**src/rtl/ole_pkg.sv**
```systemverilog
// Shared types and codes for the ordered list engine.
// Item structs, request and status codes, controller/datapath command and status bundles.
// No dependencies.
package ole_pkg;

   // request codes
   localparam logic [2:0] OP_PUSH_FRONT = 3'd0;
   localparam logic [2:0] OP_PUSH_BACK  = 3'd1;
   localparam logic [2:0] OP_POP_FRONT  = 3'd2;
   localparam logic [2:0] OP_POP_BACK   = 3'd3;
   localparam logic [2:0] OP_INSERT     = 3'd4;
   localparam logic [2:0] OP_FIND       = 3'd5;

   // result status codes
   localparam logic [1:0] ST_OK        = 2'd0;
   localparam logic [1:0] ST_UNDERFLOW = 2'd1;
   localparam logic [1:0] ST_BAD_POS   = 2'd2;
   localparam logic [1:0] ST_FULL      = 2'd3;

   typedef struct packed {
      logic [2:0]         req_type;
      logic signed [31:0] item_value;
      logic [5:0]         position;
   } req_item_type;

   typedef struct packed {
      logic [1:0] status;
      logic       found;
      logic [4:0] found_position;
      logic [5:0] length;
   } rsp_item_type;

   // work the datapath asks for after decoding a request
   typedef enum logic [2:0] {
      KIND_DONE       = 3'd0,
      KIND_PLACE      = 3'd1,
      KIND_SHIFT_UP   = 3'd2,
      KIND_SHIFT_DOWN = 3'd3,
      KIND_SEARCH     = 3'd4
   } kind_type;

   typedef struct packed {
      logic load;
      logic start;
      logic step_up;
      logic step_down;
      logic search;
      logic place;
      logic commit;
   } cmd_type;

   typedef struct packed {
      kind_type kind;
      logic     up_last;
      logic     down_last;
      logic     hit;
      logic     search_end;
   } stat_type;

endpackage

```
**src/rtl/ordered_list_engine.sv**
```systemverilog
// Top level of the ordered list engine: bounded list with push/pop at both ends,
// positional insert and linear find. Depends on ole_pkg, ole_ctrl, ole_dp.
//
//   channel   ports                          payload          direction
//   request   req_valid, req_ready           req_item         in
//   result    rsp_valid, rsp_ready           rsp_item         out
//
// Sequence: one item at a time; each is accepted, decoded, and its result is loaded
//   into the result register. Pop back, find on an empty list, unused codes and
//   rejected requests do no RAM work; push back, insert at the end and push front
//   on an empty list write one entry. Push front and insert move one entry per
//   cycle through the entry RAM (length - position moves) and then write the new
//   entry; pop front moves length - 1 entries; find reads entries in order until
//   the first match or the end of the list. The worst case is set by the single
//   read and write port pair of the entry RAM.
// Reset: clears the entry count and control state; the list is empty at once,
//   with no clearing pass over the RAM.
// Stalls: a result waits in the output register while the next item is taken
//   and worked; that item holds its result until the register frees.
module ordered_list_engine #(
   parameter int CAPACITY    = 32,
   parameter int VALUE_WIDTH = 32
) (
   input  logic                  clock,
   input  logic                  reset,
   input  logic                  req_valid,
   output logic                  req_ready,
   input  ole_pkg::req_item_type req_item,
   output logic                  rsp_valid,
   input  logic                  rsp_ready,
   output ole_pkg::rsp_item_type rsp_item
);

   // command and status between sequencer and datapath
   ole_pkg::cmd_type  cmd;
   ole_pkg::stat_type stat;

   ole_ctrl u_ctrl (
      .clock     (clock),
      .reset     (reset),
      .req_valid (req_valid),
      .req_ready (req_ready),
      .rsp_valid (rsp_valid),
      .rsp_ready (rsp_ready),
      .stat      (stat),
      .cmd       (cmd)
   );

   ole_dp #(
      .CAPACITY    (CAPACITY),
      .VALUE_WIDTH (VALUE_WIDTH)
   ) u_dp (
      .clock    (clock),
      .reset    (reset),
      .req_item (req_item),
      .cmd      (cmd),
      .stat     (stat),
      .rsp_item (rsp_item)
   );

endmodule

```
**src/rtl/ole_ram.sv**
```systemverilog
// Generic simple dual-port RAM: one write port, one registered read port.
// No dependencies.
module ole_ram #(
   parameter int WIDTH = 32,
   parameter int DEPTH = 32
) (
   input  logic                     clock,
   input  logic                     wr_en,
   input  logic [$clog2(DEPTH)-1:0] wr_addr,
   input  logic [WIDTH-1:0]         wr_data,
   input  logic                     rd_en,
   input  logic [$clog2(DEPTH)-1:0] rd_addr,
   output logic [WIDTH-1:0]         rd_data
);

   logic [WIDTH-1:0] mem [DEPTH];

   always_ff @(posedge clock) begin
      if (wr_en) begin
         mem[wr_addr] <= wr_data;
      end
      if (rd_en) begin
         rd_data <= mem[rd_addr];
      end
   end

endmodule

```
**src/rtl/ole_ctrl.sv**
```systemverilog
// Sequencer for the ordered list engine: handshakes and the per-request walk.
// Depends on ole_pkg.
module ole_ctrl (
   input  logic              clock,
   input  logic              reset,
   input  logic              req_valid,
   output logic              req_ready,
   output logic              rsp_valid,
   input  logic              rsp_ready,
   input  ole_pkg::stat_type stat,
   output ole_pkg::cmd_type  cmd
);

   typedef enum logic [8:0] {
      S_IDLE       = 9'b000000001,
      S_DISPATCH   = 9'b000000010,
      S_SHIFT_UP   = 9'b000000100,
      S_SHIFT_DOWN = 9'b000001000,
      S_DRAIN_UP   = 9'b000010000,
      S_DRAIN_DOWN = 9'b000100000,
      S_PLACE      = 9'b001000000,
      S_SEARCH     = 9'b010000000,
      S_FINISH     = 9'b100000000
   } state_type;

   state_type state_ff, state_in;
   logic      rsp_valid_ff, rsp_valid_in;

   always_comb begin
      state_in = state_ff;
      cmd      = '0;
      case (state_ff)
         S_IDLE: begin
            cmd.load = req_valid;
            if (req_valid) begin
               state_in = S_DISPATCH;
            end
         end
         S_DISPATCH: begin
            cmd.start = 1'b1;
            case (stat.kind)
               ole_pkg::KIND_PLACE:      state_in = S_PLACE;
               ole_pkg::KIND_SHIFT_UP:   state_in = S_SHIFT_UP;
               ole_pkg::KIND_SHIFT_DOWN: state_in = S_SHIFT_DOWN;
               ole_pkg::KIND_SEARCH:     state_in = S_SEARCH;
               default:                  state_in = S_FINISH;
            endcase
         end
         S_SHIFT_UP: begin
            cmd.step_up = 1'b1;
            if (stat.up_last) begin
               state_in = S_DRAIN_UP;
            end
         end
         S_SHIFT_DOWN: begin
            cmd.step_down = 1'b1;
            if (stat.down_last) begin
               state_in = S_DRAIN_DOWN;
            end
         end
         S_DRAIN_UP: begin
            state_in = S_PLACE;
         end
         S_DRAIN_DOWN: begin
            state_in = S_FINISH;
         end
         S_PLACE: begin
            cmd.place = 1'b1;
            state_in  = S_FINISH;
         end
         S_SEARCH: begin
            cmd.search = 1'b1;
            if (stat.hit || stat.search_end) begin
               state_in = S_FINISH;
            end
         end
         S_FINISH: begin
            // hold here until the output register is free
            if (!rsp_valid_ff || rsp_ready) begin
               cmd.commit = 1'b1;
               state_in   = S_IDLE;
            end
         end
         default: begin
            state_in = S_IDLE;
         end
      endcase
   end

   always_comb begin
      if (cmd.commit) begin
         rsp_valid_in = 1'b1;
      end else if (rsp_ready) begin
         rsp_valid_in = 1'b0;
      end else begin
         rsp_valid_in = rsp_valid_ff;
      end
   end

   always_ff @(posedge clock) begin
      if (reset) begin
         state_ff     <= S_IDLE;
         rsp_valid_ff <= 1'b0;
      end else begin
         state_ff     <= state_in;
         rsp_valid_ff <= rsp_valid_in;
      end
   end

   assign req_ready = (state_ff == S_IDLE);
   assign rsp_valid = rsp_valid_ff;

endmodule

```
**src/rtl/ole_dp.sv**
```systemverilog
// Datapath for the ordered list engine: request registers, count, walk index,
// entry RAM, key compare and output register. Depends on ole_pkg and ole_ram.
module ole_dp #(
   parameter int CAPACITY    = 32,
   parameter int VALUE_WIDTH = 32
) (
   input  logic                  clock,
   input  logic                  reset,
   input  ole_pkg::req_item_type req_item,
   input  ole_pkg::cmd_type      cmd,
   output ole_pkg::stat_type     stat,
   output ole_pkg::rsp_item_type rsp_item
);

   localparam int AW = $clog2(CAPACITY);
   localparam int CW = $clog2(CAPACITY + 1);
   localparam int EW = (CW > 6) ? CW : 6;

   logic [2:0]             op_ff, op_in;
   logic [VALUE_WIDTH-1:0] val_ff, val_in;
   logic [5:0]             pos_ff, pos_in;
   logic [CW-1:0]          count_ff, count_in;
   logic [CW-1:0]          idx_ff, idx_in;
   logic                   pend_wr_ff, pend_wr_in;
   logic [CW-1:0]          pend_addr_ff, pend_addr_in;
   logic                   cmp_valid_ff, cmp_valid_in;
   logic [CW-1:0]          cmp_addr_ff, cmp_addr_in;
   logic                   found_ff, found_in;
   logic [AW-1:0]          fpos_ff, fpos_in;
   ole_pkg::rsp_item_type  rsp_ff, rsp_in;

   logic                   is_push, is_pop, is_ins, full, empty, pos_bad;
   logic                   grows, shrinks;
   logic [1:0]             status;
   logic [CW-1:0]          target, last_idx;
   logic [EW-1:0]          pos_ext;
   ole_pkg::kind_type      kind;

   logic                   wr_en, rd_en;
   logic [AW-1:0]          wr_addr, rd_addr;
   logic [VALUE_WIDTH-1:0] wr_data, rd_data;

   // decode the held request against the current count
   always_comb begin
      is_push  = (op_ff == ole_pkg::OP_PUSH_FRONT) || (op_ff == ole_pkg::OP_PUSH_BACK);
      is_pop   = (op_ff == ole_pkg::OP_POP_FRONT) || (op_ff == ole_pkg::OP_POP_BACK);
      is_ins   = (op_ff == ole_pkg::OP_INSERT);
      full     = (count_ff == CW'(CAPACITY));
      empty    = (count_ff == '0);
      pos_ext  = EW'(pos_ff);
      pos_bad  = is_ins && (pos_ext > EW'(count_ff));
      last_idx = count_ff - CW'(1);

      if (is_ins && pos_bad) begin
         status = ole_pkg::ST_BAD_POS;
      end else if ((is_ins || is_push) && full) begin
         status = ole_pkg::ST_FULL;
      end else if (is_pop && empty) begin
         status = ole_pkg::ST_UNDERFLOW;
      end else begin
         status = ole_pkg::ST_OK;
      end

      grows   = (status == ole_pkg::ST_OK) && (is_push || is_ins);
      shrinks = (status == ole_pkg::ST_OK) && is_pop;

      if (is_ins) begin
         target = pos_ext[CW-1:0];
      end else if (op_ff == ole_pkg::OP_PUSH_FRONT) begin
         target = '0;
      end else begin
         target = count_ff;
      end

      if (grows) begin
         kind = (target == count_ff) ? ole_pkg::KIND_PLACE : ole_pkg::KIND_SHIFT_UP;
      end else if (shrinks && (op_ff == ole_pkg::OP_POP_FRONT) && (count_ff != CW'(1))) begin
         kind = ole_pkg::KIND_SHIFT_DOWN;
      end else if ((op_ff == ole_pkg::OP_FIND) && !empty) begin
         kind = ole_pkg::KIND_SEARCH;
      end else begin
         kind = ole_pkg::KIND_DONE;
      end
   end

   assign stat.kind       = kind;
   assign stat.up_last    = (idx_ff == target);
   assign stat.down_last  = (idx_ff == last_idx);
   assign stat.hit        = cmp_valid_ff && (rd_data == val_ff);
   assign stat.search_end = cmp_valid_ff && (cmp_addr_ff == last_idx);

   always_comb begin
      op_in        = op_ff;
      val_in       = val_ff;
      pos_in       = pos_ff;
      idx_in       = idx_ff;
      found_in     = found_ff;
      fpos_in      = fpos_ff;
      pend_wr_in   = cmd.step_up || cmd.step_down;
      pend_addr_in = pend_addr_ff;
      cmp_valid_in = cmd.search;
      cmp_addr_in  = idx_ff;
      count_in     = count_ff;
      rsp_in       = rsp_ff;

      if (cmd.load) begin
         op_in  = req_item.req_type;
         val_in = VALUE_WIDTH'(req_item.item_value);
         pos_in = req_item.position;
      end

      if (cmd.start) begin
         found_in = 1'b0;
         fpos_in  = '0;
         case (kind)
            ole_pkg::KIND_SHIFT_UP:   idx_in = last_idx;
            ole_pkg::KIND_SHIFT_DOWN: idx_in = CW'(1);
            default:                  idx_in = '0;
         endcase
      end

      // move entry idx one place toward the back
      if (cmd.step_up) begin
         pend_addr_in = idx_ff + CW'(1);
         idx_in       = idx_ff - CW'(1);
      end

      // move entry idx one place toward the front
      if (cmd.step_down) begin
         pend_addr_in = idx_ff - CW'(1);
         idx_in       = idx_ff + CW'(1);
      end

      if (cmd.search) begin
         idx_in = idx_ff + CW'(1);
         if (stat.hit) begin
            found_in = 1'b1;
            fpos_in  = cmp_addr_ff[AW-1:0];
         end
      end

      if (cmd.commit) begin
         count_in              = count_ff + CW'(grows) - CW'(shrinks);
         rsp_in.status         = status;
         rsp_in.found          = found_ff;
         rsp_in.found_position = 5'(fpos_ff);
         rsp_in.length         = 6'(count_in);
      end
   end

   // pending shift write wins the port; the new value lands after the drain
   always_comb begin
      rd_en   = cmd.step_up || cmd.step_down || cmd.search;
      rd_addr = idx_ff[AW-1:0];
      if (pend_wr_ff) begin
         wr_en   = 1'b1;
         wr_addr = pend_addr_ff[AW-1:0];
         wr_data = rd_data;
      end else begin
         wr_en   = cmd.place;
         wr_addr = target[AW-1:0];
         wr_data = val_ff;
      end
   end

   ole_ram #(
      .WIDTH (VALUE_WIDTH),
      .DEPTH (CAPACITY)
   ) u_ram (
      .clock   (clock),
      .wr_en   (wr_en),
      .wr_addr (wr_addr),
      .wr_data (wr_data),
      .rd_en   (rd_en),
      .rd_addr (rd_addr),
      .rd_data (rd_data)
   );

   always_ff @(posedge clock) begin
      if (reset) begin
         count_ff     <= '0;
         pend_wr_ff   <= 1'b0;
         cmp_valid_ff <= 1'b0;
      end else begin
         count_ff     <= count_in;
         pend_wr_ff   <= pend_wr_in;
         cmp_valid_ff <= cmp_valid_in;
      end
   end

   always_ff @(posedge clock) begin
      op_ff        <= op_in;
      val_ff       <= val_in;
      pos_ff       <= pos_in;
      idx_ff       <= idx_in;
      pend_addr_ff <= pend_addr_in;
      cmp_addr_ff  <= cmp_addr_in;
      found_ff     <= found_in;
      fpos_ff      <= fpos_in;
      rsp_ff       <= rsp_in;
   end

   assign rsp_item = rsp_ff;

endmodule

```
**config.mk**
```make
export PLATFORM = sky130hd
export DESIGN_NAME = ordered_list_engine
export DESIGN_NICKNAME = d
export VERILOG_FILES = /design/src/rtl/ole_pkg.sv /design/src/rtl/ordered_list_engine.sv /design/src/rtl/ole_ram.sv /design/src/rtl/ole_ctrl.sv /design/src/rtl/ole_dp.sv
export SDC_FILE = /design/constraint.sdc
export NUM_CORES = 1
export LEC_CHECK = 0
export BUFFER_PORTS_ARGS = -buffer_cell sky130_fd_sc_hd__buf_4
export CELL_PAD_IN_SITES_DETAIL_PLACEMENT = 0
export CELL_PAD_IN_SITES_GLOBAL_PLACEMENT = 2
export CORE_MARGIN = 2
export CORE_UTILIZATION = 30
export CTS_CLUSTER_DIAMETER = 120
export DETAILED_ROUTE_END_ITERATION = 16
export GPL_ROUTABILITY_DRIVEN = 0
export GPL_TIMING_DRIVEN = 0
export MAX_ROUTING_LAYER = met4
export PLACE_DENSITY = 0.53
export SYNTH_ARGS = -nofsm -noshare
export SYNTH_HDL_FRONTEND = slang
export SYNTH_SLANG_ARGS = --single-unit
```
**constraint.sdc**
```tcl
create_clock -name clock -period 6.5 [get_ports clock]
set_input_delay 0.65 -clock clock [delete_from_list [all_inputs] [get_ports clock]]
set_output_delay 0.65 -clock clock [all_outputs]
set_load 0.01 [all_outputs]
```
==> results.toml <==
[place]
dp_hpwl_mm = 86.6
io_buffers = 60
dp_slack_ps = 2020

[critical_path]
cp_cell_sequence = "inv_1, ha_1, nor2b_1, o21ai_0, a21oi_1, o31ai_1, clkbuf_1, and3_1, ha_1, inv_1, fa_1, o21bai_1, a21oi_1, xor2_1, nand2_1, a21oi_1"
startpoint_type = "flip-flop"
path_buf_inv = 3
worst_setup_path_end_kind = "flip-flop"
r2r_start = "u_dp.count_ff[1]$_SDFFE_PP0P_"
crit_required_ps = 7120
arrival_ps = 4990
r2r.worst_path.cells = 16
r2r_slack_ps = 2130
crit_top_cell = "a21oi_1"
cp_max_fo = 10
worstSetupPathType = "reg -> reg"
slowest_delay_ps = 740
cpLargestDelayFamily = "compound AO/OA/AOI/OAI gates"
cp_slowest_cell = "o31ai_1"
timing.rr.end = "u_dp.count_ff[4]$_SDFFE_PP0P_"

[drt]
ant_nets = 0
drt-initial-drc-count = 2000
routed_via_density = 4.98
routedWlPerCell_um = 29.4
dr.pass1.iters = 7
wirelength_mm = 129
drc = 0
dr_total_vias = 21900

[sta]
rsz0062_at_grt = "false"
setup_viol = 0
finClkSkew_ps = 78.6
period_share_pct = 67.2
slew_violations = 0
worstMarginPinSlew_ps = 1390
setup_slack_ps = 2130
fmaxAchievable_ghz = 0.229
hold_viol_final = 0
period_minus_slack_ps = 4370
slew_headroom_pct = 7.29
final.setup.tns_ps = 0

[final_layout]
final_util_pct = 35.6
fill_cells = 13800
syn_to_final_growth_pct = 17.8
layout-drive-gt1-share_pct = 30.7
nNetsFinal = 2344

[power]
power_density_mw_per_mm2 = 286
ir_drop_v = 0.000208
leakage_nw = 16.6
fin_total_pwr_w = 0.0153

[clock_network]
cts_tree = "built"
clk_pin_slew_ps = 60
clk_latency_ps = 770
htree_levels = 3
cts_root_buffer = "clkbuf_16"
cts.sinks = 1152
cts_buffers = 121
clock_path_buffers = 3

[synthesis]
synth_commonest_cells = "1122 x edfxtp_1, 320 x mux4_2, 70 x mux2_2"
synth_area_sq_mm = 0.0454
yosysTopAreaCell = "edfxtp_1"
yosys_register_bits = 1152
seq_area_frac_synth_pct = 75.5
synth_cell_types = 64
synth_edf_count = 1122
synth.most_common_cell = "edfxtp_1"
synthArstFlopShare_pct = 0
syn_area_per_cell_sq_um = 22.4
synth_top_area_share_pct = 74.2
syn_nets = 2099
synth_ff_type = "edfxtp_1"
postSynthCellCount = 2028
yosysWarnings = 0
synth_area_leaders = "edfxtp_1 74%, mux4_2 16%, mux2_2 1.7%"

[run]
maxCapViolations = 0

[grt]
grt_pass1_vias = 23100
overflow = 0
grt_pass1_wl_mm = 180
grtUsageTotal_pct = 17.4
antenna_found_initial = 6
grt_max_degree = 33

[die]
core-area_sq_mm = 0.150
initial_core_util_pct = 30.3
placementRows = 142
ios = 61
die-area_sq_mm = 0.155
dieWidth_um = 393
die_h_um = 393

[outcome]
status = "complete, no violations"

[hold_path]
min_from = "req_item[8]"
min_path_cells = 1
hold_path_class = "in -> reg"
holdPathEnd = "u_dp.val_ff[2]$_DFFE_PP_"
[how the worst max path moves through the flow]
stage	startpoint	end	slack [ps]	cells after the start
after CTS	u_dp.count_ff[1]$_SDFFE_PP0P_	u_dp.count_ff[4]$_SDFFE_PP0P_	2010	16
after floorplan	u_ctrl.state_ff[0]$_SDFFE_PP1P_	u_dp.u_ram.mem[0][0]$_DFFE_PP_	3210	5
after detailed placement	u_dp.count_ff[1]$_SDFFE_PP0P_	u_dp.count_ff[4]$_SDFFE_PP0P_	2020	16
final	u_dp.count_ff[1]$_SDFFE_PP0P_	u_dp.count_ff[4]$_SDFFE_PP0P_	2130	16
after global routing	u_dp.count_ff[1]$_SDFFE_PP0P_	u_dp.count_ff[4]$_SDFFE_PP0P_	1680	16
after global placement	u_dp.pend_wr_ff$_SDFF_PP0_	u_dp.u_ram.mem[1][14]$_DFFE_PP_	-190	7
[registers in the layout, summed over array words and instances, names as in the netlist, 9 cells and up]
| signal | cells |
|---|---|
| u_dp.u_ram.mem | 1024 |
| u_dp.val_ff | 32 |
| u_ctrl.state_ff | 9 |
| u_dp.u_ram.rd_data | 32 |
| u_dp.rsp_item | 14 |
[cells by family after synthesis]
logic type | after synthesis | share of synthesized area, %
buffers and inverters | 118 | 1.19
adders and majority gates | 26 | 0.733
xor gates and xnor gates | 71 | 1.46
AOI/OAI and AO/OA | 81 | 1.24
DFF | 1152 | 75.5
muxes | 399 | 17.8
and+or+nand+nor | 181 | 2.08
[cell type report]
class / instances / area [sq um] / share of cell area [%]
diodes: 1 / 2.50 / 0.00468
plain buffers: 96 / 459 / 0.858
clock buffers: 157 / 3200 / 5.99
clock inverters: 67 / 591 / 1.10
inverters: 22 / 82.6 / 0.154
multi-input cells: 758 / 10800 / 20.2
flip-flops and latches: 1152 / 34300 / 64.1
well taps: 2016 / 2520 / 4.71
repair buffers: 122 / 1530 / 2.86
[layout by cell type (no fill, tap or decap), types with 14 or more instances in the layout]
cell type | Yosys | routed
a21oi_1 | 22 | 22
buf_12 | 0 | 30
buf_2 | 14 | 14
buf_4 | 19 | 79
clkbuf_1 | 52 | 84
clkbuf_16 | 0 | 122
clkinv_1 | 0 | 30
clkinv_2 | 0 | 21
dfxtp_1 | 30 | 30
dlygate4sd3_1 | 0 | 23
edfxtp_1 | 1122 | 1122
ha_1 | 25 | 25
inv_1 | 20 | 19
mux2_2 | 70 | 70
mux4_2 | 320 | 320
nand2_1 | 34 | 34
nand3_1 | 16 | 16
nor2_1 | 58 | 26
nor2_4 | 0 | 32
xnor2_1 | 50 | 50
xor2_1 | 17 | 17
[where the power goes]
| part | switching [W] | internal, W |
|---|---|---|
| logic | 0.000262 | 0.000136 |
| registers | 0.0000274 | 0.00820 |
| clock network | 0.00294 | 0.00375 |
| total | 0.00323 | 0.0121 |
[per-stage QoR]
step / hold slack, ps / cells / cell area (sq um)
2_1_floorplan: 346 / 2028 / 45400
3_3_place_gp: 395 / 4104 / 48400
3_5_place_dp: 391 / 4143 / 49500
4_1_cts: 55.9 / 4390 / 53500
5_1_grt: 66.2 / 4391 / 53500
6_report: 102 / 4391 / 53500
[repair_timing]
item                                    4_1_cts  5_1_grt
hold buffers                                 23        0
endpoints found under the setup margin        0        0
resized for setup                             0        0
buffers inserted                              0        0
endpoints found under the hold margin        23        0
[layer usage]
layer / part of all wire [%] / up-vias / wire, um / GRT usage, %
met5: 0 / - / 0 / -
met4: 1.9 / 0 / 2500 / 3.89
met3: 4.4 / 169 / 5650 / 2.75
met2: 49 / 584 / 63700 / 28.3
met1: 44 / 12100 / 57400 / 23.1
li1: - / 9060 / - / -
(Power assumes the default switching activity.)
